--- src/hdl/clrr_pkg.sv ---
// clrr_pkg: shared types, constants and seed reload functions for the
// combined lfsr random range block; used by every module in hdl
package clrr_pkg;

  localparam int unsigned DataW  = 32;
  localparam int unsigned ShortW = 31;
  localparam int unsigned RawW   = 16;
  localparam int unsigned IdxW   = 2;
  localparam int unsigned CntW   = $clog2(RawW);

  localparam logic [DataW-1:0]  SeedOffset     = 32'h2F2F_2F2F;
  localparam logic [DataW-1:0]  ResetSeed      = 32'h0000_0001;
  localparam logic [DataW-1:0]  ResetTapsLong  = 32'hB4BC_D35C;
  localparam logic [ShortW-1:0] ResetTapsShort = 31'h7A5B_C2E3;
  localparam logic [DataW-1:0]  ModLong        = 32'hFFFF_FFFF;
  localparam logic [DataW-1:0]  ModShort       = 32'h7FFF_FFFF;

  typedef enum logic [IdxW-1:0] {
    REG_SEED       = 2'd0,
    REG_TAPS_LONG  = 2'd1,
    REG_TAPS_SHORT = 2'd2
  } cfg_reg_e;

  typedef enum logic [1:0] {
    ST_IDLE,
    ST_RAW,
    ST_DIV,
    ST_RESULT
  } seq_state_e;

  // seed mod (2^32 - 1): only the all-ones seed wraps
  function automatic logic [DataW-1:0] reload_long(input logic [DataW-1:0] seed);
    logic [DataW-1:0] r;
    r = (seed == ModLong) ? '0 : seed;
    return r;
  endfunction

  // (seed + offset) mod (2^31 - 1), using 2^31 == 1 mod (2^31 - 1)
  function automatic logic [ShortW-1:0] reload_short(input logic [DataW-1:0] seed);
    logic [DataW-1:0] s;
    logic [DataW-1:0] t;
    s = seed + SeedOffset;
    t = {1'b0, s[ShortW-1:0]} + {{(DataW-1){1'b0}}, s[DataW-1]};
    if (t >= ModShort) begin
      t = t - ModShort;
    end
    return t[ShortW-1:0];
  endfunction

endpackage

--- src/hdl/clrr_lfsr.sv ---
// clrr_lfsr: the 32-bit and 31-bit galois shift registers, their tap masks
// and the seed reload; depends on clrr_pkg
module clrr_lfsr
  import clrr_pkg::*;
(
  input  logic             clk_i,
  input  logic             rst_ni,
  input  logic             cfg_we_i,
  input  logic [IdxW-1:0]  cfg_index_i,
  input  logic [DataW-1:0] cfg_data_i,
  input  logic             step_i,
  output logic [RawW-1:0]  raw_o
);

  logic [DataW-1:0]  long_q, long_d;
  logic [ShortW-1:0] short_q, short_d;
  logic [DataW-1:0]  taps_long_q, taps_long_d;
  logic [ShortW-1:0] taps_short_q, taps_short_d;
  logic [DataW-1:0]  long_mid;

  always_comb begin
    long_d       = long_q;
    short_d      = short_q;
    taps_long_d  = taps_long_q;
    taps_short_d = taps_short_q;
    // two steps of the long register, one of the short
    long_mid = (long_q >> 1) ^ (long_q[0] ? taps_long_q : '0);
    if (step_i) begin
      long_d  = (long_mid >> 1) ^ (long_mid[0] ? taps_long_q : '0);
      short_d = (short_q >> 1) ^ (short_q[0] ? taps_short_q : '0);
    end
    if (cfg_we_i) begin
      case (cfg_reg_e'(cfg_index_i))
        REG_SEED: begin
          long_d  = reload_long(cfg_data_i);
          short_d = reload_short(cfg_data_i);
        end
        REG_TAPS_LONG:  taps_long_d  = cfg_data_i;
        REG_TAPS_SHORT: taps_short_d = cfg_data_i[ShortW-1:0];
        default: ;
      endcase
    end
  end

  always_ff @(posedge clk_i or negedge rst_ni) begin
    if (!rst_ni) begin
      long_q       <= reload_long(ResetSeed);
      short_q      <= reload_short(ResetSeed);
      taps_long_q  <= ResetTapsLong;
      taps_short_q <= ResetTapsShort;
    end else begin
      long_q       <= long_d;
      short_q      <= short_d;
      taps_long_q  <= taps_long_d;
      taps_short_q <= taps_short_d;
    end
  end

  assign raw_o = long_q[RawW-1:0] ^ short_q[RawW-1:0];

endmodule

--- src/hdl/clrr_urem.sv ---
// clrr_urem: restoring remainder unit, one dividend bit per cycle, one
// shared compare and subtract; depends on clrr_pkg
module clrr_urem
  import clrr_pkg::*;
(
  input  logic             clk_i,
  input  logic             rst_ni,
  input  logic             start_i,
  input  logic [RawW-1:0]  dividend_i,
  input  logic [DataW-1:0] divisor_i,
  output logic             done_o,
  output logic [RawW-1:0]  rem_o
);

  logic             busy_q, busy_d;
  logic             done_q, done_d;
  logic [CntW-1:0]  cnt_q, cnt_d;
  logic [RawW-1:0]  quot_q, quot_d;
  logic [RawW-1:0]  rem_q, rem_d;
  logic [RawW:0]    shifted;
  logic [RawW:0]    diff;

  always_comb begin
    busy_d  = busy_q;
    done_d  = 1'b0;
    cnt_d   = cnt_q;
    quot_d  = quot_q;
    rem_d   = rem_q;
    shifted = {rem_q, quot_q[RawW-1]};
    diff    = shifted - divisor_i[RawW:0];
    if (start_i) begin
      busy_d = 1'b1;
      cnt_d  = '1;
      quot_d = dividend_i;
      rem_d  = '0;
    end else if (busy_q) begin
      quot_d = quot_q << 1;
      // divisor at most the shifted remainder: take the subtraction
      if ({{(DataW-RawW-1){1'b0}}, shifted} >= divisor_i) begin
        rem_d = diff[RawW-1:0];
      end else begin
        rem_d = shifted[RawW-1:0];
      end
      cnt_d = cnt_q - 1'b1;
      if (cnt_q == '0) begin
        busy_d = 1'b0;
        done_d = 1'b1;
      end
    end
  end

  always_ff @(posedge clk_i or negedge rst_ni) begin
    if (!rst_ni) begin
      busy_q <= 1'b0;
      done_q <= 1'b0;
      cnt_q  <= '0;
    end else begin
      busy_q <= busy_d;
      done_q <= done_d;
      cnt_q  <= cnt_d;
    end
  end

  always_ff @(posedge clk_i) begin
    quot_q <= quot_d;
    rem_q  <= rem_d;
  end

  assign done_o = done_q;
  assign rem_o  = rem_q;

endmodule

--- src/hdl/combined_lfsr_random_range.sv ---
// Random source from a 32-bit and a 31-bit galois lfsr, optionally reduced to
// [range_low, range_high). One word is taken at a time: a raw request passes
// through the raw and result states to the output register, a range request
// also through the 16-step remainder unit (one dividend bit per cycle); equal
// bounds in range mode give span_error with value 0 and leave the lfsrs
// untouched. The output register lets the next word be accepted while a
// result waits. Writing the seed register reloads both lfsrs at once.
module combined_lfsr_random_range
  import clrr_pkg::*;
(
  input  logic               clk_i,
  input  logic               rst_ni,
  input  logic               cfg_we_i,
  input  logic [IdxW-1:0]    cfg_index_i,
  input  logic [DataW-1:0]   cfg_data_i,
  input  logic               s_axis_tvalid,
  output logic               s_axis_tready,
  input  logic [2*DataW-1:0] s_axis_tdata,  // range_low, range_high
  input  logic               s_axis_tuser,  // func
  output logic               m_axis_tvalid,
  input  logic               m_axis_tready,
  output logic [DataW-1:0]   m_axis_tdata,  // value
  output logic               m_axis_tuser   // span_error
);

  seq_state_e       state_q, state_d;
  logic             func_q, func_d;
  logic             err_q, err_d;
  logic [DataW-1:0] low_q, low_d;
  logic [DataW-1:0] span_q, span_d;
  logic             out_valid_q, out_valid_d;
  logic [DataW-1:0] out_value_q, out_value_d;
  logic             out_err_q, out_err_d;

  logic             in_fire;
  logic             step;
  logic             urem_start;
  logic             urem_done;
  logic [RawW-1:0]  raw;
  logic [RawW-1:0]  rem;
  logic [DataW-1:0] span_in;
  logic [DataW-1:0] result;

  clrr_lfsr u_lfsr (
    .clk_i       (clk_i),
    .rst_ni      (rst_ni),
    .cfg_we_i    (cfg_we_i),
    .cfg_index_i (cfg_index_i),
    .cfg_data_i  (cfg_data_i),
    .step_i      (step),
    .raw_o       (raw)
  );

  clrr_urem u_urem (
    .clk_i      (clk_i),
    .rst_ni     (rst_ni),
    .start_i    (urem_start),
    .dividend_i (raw),
    .divisor_i  (span_q),
    .done_o     (urem_done),
    .rem_o      (rem)
  );

  assign s_axis_tready = (state_q == ST_IDLE);
  assign in_fire       = s_axis_tvalid && s_axis_tready;
  assign span_in       = s_axis_tdata[2*DataW-1:DataW] - s_axis_tdata[DataW-1:0];

  always_comb begin
    state_d     = state_q;
    func_d      = func_q;
    err_d       = err_q;
    low_d       = low_q;
    span_d      = span_q;
    out_valid_d = out_valid_q;
    out_value_d = out_value_q;
    out_err_d   = out_err_q;
    step        = 1'b0;
    urem_start  = 1'b0;

    if (err_q) begin
      result = '0;
    end else if (func_q) begin
      result = {{(DataW-RawW){1'b0}}, rem} + low_q;
    end else begin
      result = {{(DataW-RawW){1'b0}}, raw};
    end

    if (m_axis_tready) begin
      out_valid_d = 1'b0;
    end

    case (state_q)
      ST_IDLE: begin
        if (in_fire) begin
          func_d = s_axis_tuser;
          low_d  = s_axis_tdata[DataW-1:0];
          span_d = span_in;
          err_d  = s_axis_tuser && (span_in == '0);
          if (s_axis_tuser && (span_in == '0)) begin
            state_d = ST_RESULT;
          end else begin
            step    = 1'b1;
            state_d = ST_RAW;
          end
        end
      end
      ST_RAW: begin
        if (func_q) begin
          urem_start = 1'b1;
          state_d    = ST_DIV;
        end else begin
          state_d = ST_RESULT;
        end
      end
      ST_DIV: begin
        if (urem_done) begin
          state_d = ST_RESULT;
        end
      end
      ST_RESULT: begin
        if (!out_valid_q || m_axis_tready) begin
          out_valid_d = 1'b1;
          out_value_d = result;
          out_err_d   = err_q;
          state_d     = ST_IDLE;
        end
      end
      default: state_d = ST_IDLE;
    endcase
  end

  always_ff @(posedge clk_i or negedge rst_ni) begin
    if (!rst_ni) begin
      state_q     <= ST_IDLE;
      out_valid_q <= 1'b0;
    end else begin
      state_q     <= state_d;
      out_valid_q <= out_valid_d;
    end
  end

  always_ff @(posedge clk_i) begin
    func_q      <= func_d;
    err_q       <= err_d;
    low_q       <= low_d;
    span_q      <= span_d;
    out_value_q <= out_value_d;
    out_err_q   <= out_err_d;
  end

  assign m_axis_tvalid = out_valid_q;
  assign m_axis_tdata  = out_value_q;
  assign m_axis_tuser  = out_err_q;

endmodule

--- config.mk ---
export PLATFORM = sky130hd
export DESIGN_NAME = combined_lfsr_random_range
export DESIGN_NICKNAME = d
export VERILOG_FILES = /design/src/hdl/clrr_pkg.sv /design/src/hdl/clrr_lfsr.sv /design/src/hdl/clrr_urem.sv /design/src/hdl/combined_lfsr_random_range.sv
export SDC_FILE = /design/constraint.sdc
export NUM_CORES = 1
export LEC_CHECK = 0
export BUFFER_PORTS_ARGS = -buffer_cell sky130_fd_sc_hd__buf_2
export CORE_UTILIZATION = 30
export CTS_BUF_LIST = sky130_fd_sc_hd__clkbuf_2
export DETAILED_ROUTE_END_ITERATION = 8
export GPL_ROUTABILITY_DRIVEN = 0
export PLACE_DENSITY = 0.47
export RECOVER_POWER = 50
export SYNTH_ARGS = -nofsm -noshare
export SYNTH_HDL_FRONTEND = slang
export SYNTH_HIERARCHICAL = 1
export SYNTH_SLANG_ARGS = --single-unit
--- constraint.sdc ---
create_clock -name clk_i -period 5.85 [get_ports clk_i]
set_input_delay 0.585 -clock clk_i [delete_from_list [all_inputs] [get_ports clk_i]]
set_output_delay 0.585 -clock clk_i [all_outputs]
set_load 0.05 [all_outputs]
## Word-level counts from Yosys, hierarchy flattened

Index checks and enable logic that the tools add are counted.

- Register bits after elaboration: 266
- Output and inout bits: 35
- Word-level logic and storage cells: 93
- Input bits: 104

- Bitwise gates (word level): 5
- Equal/unequal tests: 9
- Mux-type cells: 37
- Reductions and logical operators: 15
- $add $sub $neg: 7
- Order comparisons: 2

Operators by type and width:

| kind | number |
|---|---|
| $mux W32 | 6 |
| $mux W31 | 5 |
| $mux W16 | 4 |
| $xor A31 B32 Y32 | 2 |
| $add A16 B32 Y32 | 1 |
| $add A31 B1 Y32 | 1 |
| $add A32 B30 Y32 const B | 1 |
| $eq A32 B32 Y1 const B | 1 |
| $ge A17 B32 Y1 | 1 |
| $ge A32 B31 Y1 const B | 1 |
| $logic_not A32 Y1 | 1 |
| $sub A32 B32 Y32 | 1 |
| $sub A31 B31 Y31 const B | 1 |
| $xor A30 B31 Y31 | 1 |
| $sub A16 B16 Y16 | 1 |
| $xor A16 B16 Y16 | 1 |
| $mux W1 | 15 |
| $mux W2 | 4 |
| $mux W4 | 2 |
| $pmux W2 S4 | 1 |
| $reduce_and A2 Y1 | 4 |
| $eq A2 B2 Y1 const B | 3 |
| $eq A2 B1 Y1 const B | 2 |
| $logic_not A2 Y1 | 2 |
| other kinds (11) | 13 |

## Logic depth before layout (Yosys ltp)

Gate-level depths: netlist of the first run.

- Depth after elaboration: 9
- Depth in mapped cells: 22
- Depth with buffers taken out: 20

## By module

The synthesis of the first run kept the hierarchy.

Modules (own cells, without submodules):

| module | seq. area each (µm²) | cells an instance | area an instance (µm²) | times used |
|---|---|---|---|---|
| clrr_lfsr | 3220.6 | 1161 | 9527.9 | 1 |
| combined_lfsr_random_range | 3047.9 | 661 | 6685.2 | 1 |
| clrr_urem | 950.9 | 260 | 2513.7 | 1 |

## Least setup slack after synthesis of the first run

No wires, ideal clock.

- Path kind: input -> register
- Start point: in cfg_data_i[17]
- End point: reg u_lfsr.short_q[11]
- Stages on the path: 19
- Data required time: 5.760 ns
- Buffers on the path: 2
- Library setup time: 0.090 ns
- Data arrival time: 4.834 ns
- Path slack: 0.926 ns
- Cell sequence: buf_2 or4_1 buf_2 a41o_1 o21a_1 o31ai_1 xnor2_1 ha_1 ha_1 and3_1 a31oi_1 or4_1 a211oi_2 o22ai_1 a2111oi_2 o2111a_2 nand2_2 a211oi_4 nor2_1

- Cells in the longest elaborated chain, start to end: 6
- Elaborated cells on any way between the ends: 7
- Those cells by class: 3 x add/sub; 1 x order compare; 3 x mux

Ends and longest elaborated chain:

| element | line | RTL |
|---|---|---|
| start: declaration | combined_lfsr_random_range.sv:15 | `input logic [DataW-1:0] cfg_data_i,` |
| $add A32 B30 Y32 * | clrr_pkg.sv:42 | `s = seed + SeedOffset;` |
| $add A31 B1 Y32 * | clrr_pkg.sv:43 | `t = {1'b0, s[ShortW-1:0]} + {{(DataW-1){1'b0}}, s[DataW-1]};` |
| $sub A31 B31 Y31 / $ge A32 B31 Y1 (equally long branches) | clrr_pkg.sv:45, clrr_pkg.sv:44 |  |
| $mux W31 * | clrr_pkg.sv:44 | `if (t >= ModShort) begin` |
| $mux W31 * | clrr_lfsr.sv:33 | `case (cfg_reg_e'(cfg_index_i))` |
| $mux W31 * | clrr_lfsr.sv:32 | `if (cfg_we_i) begin` |
| net u_lfsr.short_d[11] | clrr_lfsr.sv:16 | `logic [ShortW-1:0] short_q, short_d;` |
| end signal: assignment | clrr_lfsr.sv:48 | `short_q <= reload_short(ResetSeed);` |
| end signal: assignment | clrr_lfsr.sv:53 | `short_q <= short_d;` |
| end: declaration | clrr_lfsr.sv:16 |  |

Mark *: on every way through the listed nets, which the timed path passes. The rest lies on a longest branch.
A chain may end at the register's enable or synchronous reset.

## Worst setup path after layout of the first run

- Start point: in cfg_data_i[17]
- End point: reg u_lfsr.short_q[23]

The elaborated chain is that of the path after synthesis.

==> run summary, run 1 <==
For this run, the number of Yosys warnings is 6. Once the floorplan was initialized, standard cells occupied 30.3% of the core. STA puts the critical path data arrival time at 6.09 ns.

The number of placed instances with taps included is 2977. The first-pass GRT wire length is ~92000 um. The sort of element at the end of the critical path is a flop. The cell type with the highest aggregate area in the netlist is sky130_fd_sc_hd__edfxtp_1. The leakage power of the design is 8.86 nW.

Counting every instance in the synthesized netlist gives approximately 2100. The detailed router's first-iteration violation count is 1217. The total of fill cells in the finished design came out at 6529.

Buffers inserted during clock tree synthesis total 78. The routed length per placed instance is 18.4 um. The total standard cell area after synthesis came out at 18700 um2. The area taken by flip-flops and latches is approximately 7200 um2.

The maximum fanout count along the critical path is 9. In this run the clock root is driven by a sky130_fd_sc_hd__clkbuf_2. The number of placement rows is 91. In this run, flip-flops and latches consume 38.3% of the power. Setup repair after global routing left no endpoint under its margin. The floorplan step set the die width to approximately 250 um. The part of the power in combinational logic is ~44%. Broken down by cell family, the worst path's largest delay share belongs to compound AO/OA/AOI/OAI gates.

Clock-pin slew was measured on the worst setup and hold paths at 0.11 ns. The run finished, with violations left. In this run the power spent charging and discharging nets is 0.00366 W.

After synthesis, the share of flip-flops with an asynchronous set or reset is 50.8%. The count of endpoints failing hold in the final timing report is 0. After detailed routing, the number of remaining DRC violations is 0. The count of endpoints failing setup in the final report came out at 0.

Dividing total power by cell area gives a power density of a little under 400 nW/um2. The wire-length estimate of the detail-placed layout is 43100 um. The count of nets left with antenna violations after detail routing is 0. Entering global routing, the biggest net connects 79 pins. By area the synthesized netlist is led by sky130_fd_sc_hd__edfxtp_1, sky130_fd_sc_hd__dfrtp_1, sky130_fd_sc_hd__dfstp_2, sky130_fd_sc_hd__ha_1, sky130_fd_sc_hd__xnor2_1. After clock tree synthesis, the flow added hold-fix buffers numbering 79.

The latest clock arrival within the worst-skew pair is ~1.1 ns. After global routing the overflow that remains totals 0. The maximum clock frequency is 190 MHz. The share of total power consumed by net switching is 43.5%. STA classifies the critical path startpoint as an input port. The count of TritonRoute iterations in the first routing pass came out at 5. The worst clock skew is around 0.13 ns. The minimum clock period is around 5.3 ns. The synthesis-to-finish area growth is 16.3%.

The combined area of the multi-input logic cells is 10700 um2. The via count of the first global-routing pass came out at 16100. 139 I/O pins were placed.

Across the VDD grid, the largest voltage drop is ~0.19 mV. The worst-case headroom to the max-slew limit is -194%. By count the netlist is led by sky130_fd_sc_hd__nand2_1, sky130_fd_sc_hd__a21oi_1, sky130_fd_sc_hd__nor2_1.

The number of nets in the finished design came out at 2480. The portion of synthesized cell area occupied by the leading cell type is roughly 18%. The count of distinct cell types in the synthesized netlist is 103. The mean number of vias per cell came out at 5.19. The number of post-CTS setup repair buffers is 0. The die covers 63400 um2. Walking the worst path, the cells encountered are dlygate4sd3_1 -> buf_2 -> or4_1 -> a41o_1 -> o21a_1 -> o31ai_1 -> xnor2_1 -> ha_1 -> ha_1 -> and3_1 -> a31oi_1 -> nor3_1 -> a31oi_1 -> o22ai_1 -> a2111oi_2 -> o2111a_2 -> nand2b_2 -> a31oi_1 -> a21bo_2. For the final routed database, the setup TNS stands at 0 ns. The layout cell share with drive strength beyond 1 is 19.0%.

The initial antenna violation count is 2. The synthesized net count is 2263. The total detailed-routing wirelength is 59100 um. The internal power summed over all cells came out at 0.00476 W. The count of port buffers added during placement came out at 138. The critical path's largest stage delay is 0.69 ns. The path class of the tightest hold or removal check is input port to flop.

The checks that failed: capacitance limit, slew limit. The number of gates resized after CTS was 0. The count of flip-flops with a built-in enable after synthesis came out at around 120.

The actual slew at the worst max-slew pin is 4.41 ns. The critical path is of the input port to flop type. The max-slew violation total from the final report is 231. The final worst-path cycle share is 89.8%. TritonCTS built the clock tree. The H-tree depth came out at 3.

The worst-case clock buffer depth came out at 3. Yosys instantiated no cell more often than sky130_fd_sc_hd__nand2_1. The worst path required time is 6.69 ns. A synthesized cell averages between 8 and 9 um2. Global routing used 18.4% of the available tracks. The die is 252 um tall. The power share of the clock group came out at 17.4%.

In this run the standard cell core region covers 61700 um2. The largest individual stage delay along the critical path comes from the cell sky130_fd_sc_hd__or4_1. The total of max-cap violations is 5. The post-synthesis register bit count came out at approximately 270. The final cell count without fillers is 3207. The share of synthesized area occupied by flip-flops and latches is around 39%. The total via count in the routed design is 16600.

The clock net sink count came out at between 200 and 300. The most common cell type on the critical path is sky130_fd_sc_hd__a31oi_1. The most used flip-flop cell after synthesis is sky130_fd_sc_hd__edfxtp_1. The final total power came out at approximately 0.0084 W. The buffers plus inverters on the worst setup path is 2.
-- kinds of logic (layout without fill, tap and decap cells) --
family	after synthesis	in the layout	synth area share, %
AND/OR/NAND/NOR	709	709	19.1
AO/OA/AOI/OAI	557	557	19.5
flip-flops	266	266	38.6
buffers and inverters	218	501	4.63
XOR/XNOR	175	175	8.18
multiplexers	79	79	4.63
adder cells (fa/ha/maj)	78	78	5.32
other	0	5	0
-- placed cells by master (no fill, tap or decap), types with 77 or more instances in the layout --
| cell | Yosys | layout |
|---|---|---|
| sky130_fd_sc_hd__inv_1 | 99 | 98 |
| sky130_fd_sc_hd__edfxtp_1 | 115 | 115 |
| sky130_fd_sc_hd__buf_2 | 15 | 105 |
| sky130_fd_sc_hd__nand2_1 | 221 | 221 |
| sky130_fd_sc_hd__a21oi_1 | 169 | 169 |
| sky130_fd_sc_hd__dfrtp_1 | 81 | 81 |
| sky130_fd_sc_hd__nor2_1 | 146 | 146 |
| sky130_fd_sc_hd__xnor2_1 | 98 | 97 |
| sky130_fd_sc_hd__xor2_1 | 77 | 77 |
| sky130_fd_sc_hd__dlygate4sd3_1 | 0 | 79 |
| sky130_fd_sc_hd__clkbuf_2 | 0 | 123 |
| sky130_fd_sc_hd__o21ai_0 | 116 | 116 |
-- layout make-up --
cell class / count / share of cell area, %
clock buffer: 123 / 2.83
antenna: 5 / 0.0575
sequential: 266 / 33.1
clock inverter: 23 / 0.540
tap: 837 / 4.81
inverter: 99 / 1.71
timing repair buffer: 256 / 7.96
multi-input combinational: 1598 / 48.9
-- flip-flops by register name, indices dropped and copies added (netlist names) --
name	count
err_q	1
low_q	32
u_urem/quot_q	16
m_axis_tdata	32
u_lfsr/short_q	31
state_q	2
m_axis_tuser	1
span_q	32
u_urem/done_o	1
u_lfsr/long_q	32
u_urem/busy_q	1
m_axis_tvalid	1
u_lfsr/taps_long_q	32
func_q	1
u_urem/cnt_q	4
u_lfsr/taps_short_q	31
u_urem/rem_o	16
-- metrics by stage --
stage                     cell area (um2)  hold slack [ns]  util, %  setup WS (ns)
after detailed placement            20300            0.476     32.9          0.271
final                               21800            0.174     35.3          0.599
after global placement              20300            0.471     32.9          0.347
after global routing                21800           0.0265     35.3          0.441
after floorplan                     18700            0.289        -          0.926
after CTS                           21800          0.00254     35.4          0.840
-- per-layer routing --
metal	track usage [%]	routed length (um)	vias to the layer above	share of wire [%]
li1	-	-	8075	-
met1	25.4	27600	7997	47
met2	29.2	26800	466	45
met3	3.55	3290	106	5.6
met4	5.21	1350	0	2.3
met5	0	0	-	0
-- tightest hold or removal path: stages --
cell                      delay (ns)
sky130_fd_sc_hd__buf_2          0.12
sky130_fd_sc_hd__buf_4          0.22
sky130_fd_sc_hd__nand2_1        0.08
sky130_fd_sc_hd__o21ai_0        0.08
-- path summary, 6_finish.rpt --
check                                  from                  to  slack [ns]  cells past startpoint
min reg2reg                u_urem/quot_q[4]    u_urem/quot_q[5]        0.48                      1
max reg2reg                 u_urem/rem_o[0]    m_axis_tdata[28]        2.15                     13
min in group asynchronous            rst_ni   u_lfsr/long_q[19]        1.65                      2
max                          cfg_data_i[17]  u_lfsr/short_q[23]        0.60                     19
min                           cfg_data_i[3]    u_lfsr/long_q[3]        0.17                      4
max in group asynchronous            rst_ni          state_q[1]        1.59                      3
-- power groups by stage --
stage / registers, W / clock network [W] / logic (W)
after floorplan: 0.00319 / 0 / 0.00268
after global placement: 0.00326 / 0 / 0.00364
after detailed placement: 0.00326 / 0 / 0.00369
after CTS: 0.00322 / 0.00155 / 0.00376
after global routing: 0.00330 / 0.00164 / 0.00416
final: 0.00322 / 0.00146 / 0.00373
Note: power is estimated with default switching activity, not from simulation.
==> inputs of run 2 (changes only) <==
--- a/config.mk
+++ b/config.mk
@@ -8,11 +8,11 @@
 export BUFFER_PORTS_ARGS = -buffer_cell sky130_fd_sc_hd__buf_2
 export CORE_UTILIZATION = 30
 export CTS_BUF_LIST = sky130_fd_sc_hd__clkbuf_2
+export CTS_CLUSTER_SIZE = 28
 export DETAILED_ROUTE_END_ITERATION = 8
 export GPL_ROUTABILITY_DRIVEN = 0
 export PLACE_DENSITY = 0.47
 export RECOVER_POWER = 50
 export SYNTH_ARGS = -nofsm -noshare
 export SYNTH_HDL_FRONTEND = slang
-export SYNTH_HIERARCHICAL = 1
 export SYNTH_SLANG_ARGS = --single-unit
==> run summary, run 2 <==
RSZ-0062 raised after global routing: false (unchanged). The count of nets left with antenna violations after detail routing is 0 (unchanged). The routed length per placed instance is 17.4 um (was 18.4 um). The leakage power of the design is 8.73 nW (was 8.86 nW). The max-slew violation total from the final report came to 197 (was 231).

The total of fill cells in the finished design came out at 6264 (was 6529). The most common cell type on the critical path was sky130_fd_sc_hd__buf_4 (was sky130_fd_sc_hd__a31oi_1). The warning count from the yosys run is 0 (was 6). The total CTS buffers is 79 (was 78). The mean instance size in the synthesized netlist is 9.06 um2 (was 8.99 um2). The DRC violation count after routing came out at 0 (unchanged). The CTS root buffer is sky130_fd_sc_hd__clkbuf_2 (unchanged). Most numerous cell types in the synthesized netlist: sky130_fd_sc_hd__nand2_1, sky130_fd_sc_hd__o21ai_0, sky130_fd_sc_hd__xnor2_1 (was sky130_fd_sc_hd__nand2_1, sky130_fd_sc_hd__a21oi_1, sky130_fd_sc_hd__nor2_1). The area inside the core boundary is 59500 um2 (was 61700 um2). The first-pass GRT wire length is 86600 um (was 91900 um). The portion of synthesized cell area occupied by the leading cell type is 19.0% (was 18.4%). The effective utilization at floorplan is 30.6% (was 30.3%). The total standard cell area after synthesis is 18200 um2 (was 18700 um2). The total number of cells along the worst setup path is 25 (was 19). The mean number of vias per cell is 5.05 (was 5.19). The number of cells on the worst reg-to-reg path came out at 15 (was 13). The horizontal die dimension came out at 248 um (was 252 um). The total via count in the routed design is 15700 (was 16600). The worst path required time is 6.68 ns (was 6.69 ns).

Main area contributors after synthesis: sky130_fd_sc_hd__edfxtp_1, sky130_fd_sc_hd__dfrtp_1, sky130_fd_sc_hd__dfstp_2, sky130_fd_sc_hd__xnor2_1, sky130_fd_sc_hd__nand2_1 (was sky130_fd_sc_hd__edfxtp_1, sky130_fd_sc_hd__dfrtp_1, sky130_fd_sc_hd__dfstp_2, sky130_fd_sc_hd__ha_1, sky130_fd_sc_hd__xnor2_1). The most used flip-flop cell after synthesis was sky130_fd_sc_hd__edfxtp_1 (unchanged). The share of synthesized area occupied by flip-flops and latches was 39.7% (was 38.6%). The minimum clock period came to 5.31 ns (was 5.25 ns). The synthesized net count is 2188 (was 2263). The detailed router's first-iteration violation count came out at 1107 (was 1217).

The total detailed-routing wirelength came to 54200 um (was 59100 um). The H-tree depth is 3 (unchanged). The total grt overflow came to 0 (unchanged). The worst-case headroom to the max-slew limit came out at -195% (was -194%). The count of distinct cell types in the synthesized netlist is 86 (was 103). The floorplan die area was 61600 um2 (was 63400 um2). The CTS clock-pin slew for the worst setup and hold paths came out at 0.09 ns (was 0.11 ns). The proportion of register bits with asynchronous set or reset after synthesis came out at 50.8% (unchanged). Status: finished, violations left (unchanged). The via count of the first global-routing pass came to 15700 (was 16100). The maximum fanout count along the critical path came out at 7 (was 9).

The I/O pin count came to 139 (unchanged). The pin count of the biggest net entering global routing was 77 (was 79). The number of placement rows is 89 (was 91). The half-perimeter wire length of the detailed placement result is 39000 um (was 43100 um). The number of instances on the worst hold path is 4 (unchanged). The count of endpoints failing hold in the final timing report came out at 0 (unchanged). The global routing usage summed across all routing layers is 18.0% (was 18.4%).

The endpoint arrival time on the critical path came out at 6.13 ns (was 6.09 ns). The layout cell share with drive strength beyond 1 is 18.6% (was 19.0%). The critical path's top delay family was compound AO/OA/AOI/OAI gates (unchanged).

The synthesized netlist cell count came out at 2007 (was 2082). The clock net sink count came out at 266 (unchanged). The count of endpoints failing setup in the final report was 0 (unchanged).

The cell area after layout came to 21600 um2 (was 21800 um2). The cell type with the highest aggregate area in the netlist is sky130_fd_sc_hd__edfxtp_1 (unchanged). The maximum clock frequency is 188 MHz (was 190 MHz). The count of flip-flops with a built-in enable after synthesis is 115 (unchanged). The initial antenna violation count was 4 (was 2).

The critical path's largest stage delay is 0.58 ns (was 0.69 ns). The most common cell after layout, fill and taps aside is sky130_fd_sc_hd__nand2_1 (unchanged). Violated checks: capacitance limit, slew limit (unchanged). The worst clock skew came out at 0.165 ns (was 0.128 ns). The count of port buffers added during placement is 138 (unchanged).

The y dimension of the die came out at 248 um (was 252 um). The type of element launching the critical path is an input port (unchanged). The CTS tree is yes (unchanged). The latest clock arrival within the worst-skew pair came out at 1.09 ns (was 1.06 ns).

The count of TritonRoute iterations in the first routing pass came out at 5 (unchanged). The highest ir drop seen on vdd is 0.145 mV (was 0.192 mV). The buffers plus inverters on the worst setup path came out at 6 (was 2). The post-route setup TNS is 0 ns (unchanged).

The sort of element at the end of the critical path is a flop (unchanged). The final worst-path cycle share was 90.7% (was 89.8%). The post-synthesis register bit count came to 266 (unchanged).

The number of nets in the finished design is 2456 (was 2480). The highest-delay cell along the critical path was sky130_fd_sc_hd__dlygate4sd3_1 (was sky130_fd_sc_hd__or4_1). Top library cells by usage in the layout, fill and taps aside: sky130_fd_sc_hd__nand2_1, sky130_fd_sc_hd__o21ai_0, sky130_fd_sc_hd__xnor2_1 (was sky130_fd_sc_hd__nand2_1, sky130_fd_sc_hd__a21oi_1, sky130_fd_sc_hd__nor2_1). The classification of the worst setup path was input port to flop (unchanged). The total of max-cap violations came out at 4 (was 5).

The most used standard cell by instance count after synthesis is sky130_fd_sc_hd__nand2_1 (unchanged). The placed instance area is 20100 um2 (was 20300 um2). The worst-case clock buffer depth is 3 (unchanged).

The number of post-CTS setup repair buffers is 0 (unchanged). The actual slew at the worst max-slew pin is 4.42 ns (was 4.41 ns). The power per cell area is 391 nW/um2 (was 386 nW/um2). The synthesis-to-finish area growth came out at 18.5% (was 16.3%). The class of the worst hold path is input port to flop (unchanged). The final core utilization is 36.3% (was 35.3%).
==> run 2: logic make-up (layout without fill, tap and decap cells) <==
kind of cell,count (synthesis),after routing,synth area share (%)
flops,266,266,39.7
xor+xnor,216,216,10.4
compound gates,461,461,16.5
fa+ha+maj,78,78,5.48
mux,96,96,5.60
other cells,0,2,0
buf+inv,213,548,4.57
simple gates,677,677,17.7
==> run 2: final timing paths <==
kind	from	endpoint	slack [ns]
min	s_axis_tvalid	state_q[0]	0.19
max reg2reg	u_urem.quot_q[15]	u_urem.rem_o[0]	1.90
max in group asynchronous	rst_ni	u_lfsr.long_q[29]	1.52
min reg2reg	u_lfsr.taps_short_q[20]	u_lfsr.taps_short_q[20]	0.48
max	cfg_data_i[10]	u_lfsr.short_q[3]	0.54
min in group asynchronous	rst_ni	u_urem.cnt_q[0]	1.73
==> run 2: final cells by class <==
type                    instances  area [um2]  share of cell area, %
diodes                          2        5.00                 0.0232
clock buffers                 125         626                   2.90
clock inverters                23         159                  0.737
inverters                     107         402                   1.86
multi-input cells            1528       10200                   47.2
flip-flops and latches        266        7220                   33.5
well taps                     773         967                   4.49
repair buffers                293        2000                   9.26
==> run 2: what timing repair did <==
action	in CTS	in global routing
hold buffers	79	0
endpoints found under the setup margin	0	3
resized for setup	0	1
endpoints found under the hold margin	201	0
==> run 2: tightest hold or removal path, cell delays in order <==
cell and delay, ns:
sky130_fd_sc_hd__buf_2 0.13, sky130_fd_sc_hd__nand2b_1 0.15, sky130_fd_sc_hd__o221ai_1 0.12, sky130_fd_sc_hd__o31ai_1 0.09
==> run 2: report_power, final <==
group	switching (W)	leakage (nW)	internal [W]
logic	0.00215	5.37	0.00155
registers	0.000478	2.77	0.00271
clock network	0.000881	0.588	0.000659
total	0.00351	8.73	0.00492
==> run 2: layer usage <==
layer  share of wire, %  up-vias  global-route usage, %  routed length (um)
met1                 48     7558                   24.5               26000
met5              0.024        -                      0                  13
met3                4.5      102                   3.02                2460
met2                 45      362                   28.3               24200
met4                2.8        2                   6.99                1510
li1                   -     7718                      -                   -
==> run 2: per-stage QoR <==
step	total power [W]	std cells	hold slack [ns]	setup slack (ns)
3_3_place_gp	0.00686	2888	0.463	0.0392
5_1_grt	0.00916	3117	0.108	0.0388
4_1_cts	0.00858	3115	0.00645	0.628
2_1_floorplan	0.00588	2007	0.289	0.326
3_5_place_dp	0.00691	2888	0.472	0.0258
6_report	0.00843	3117	0.185	0.544
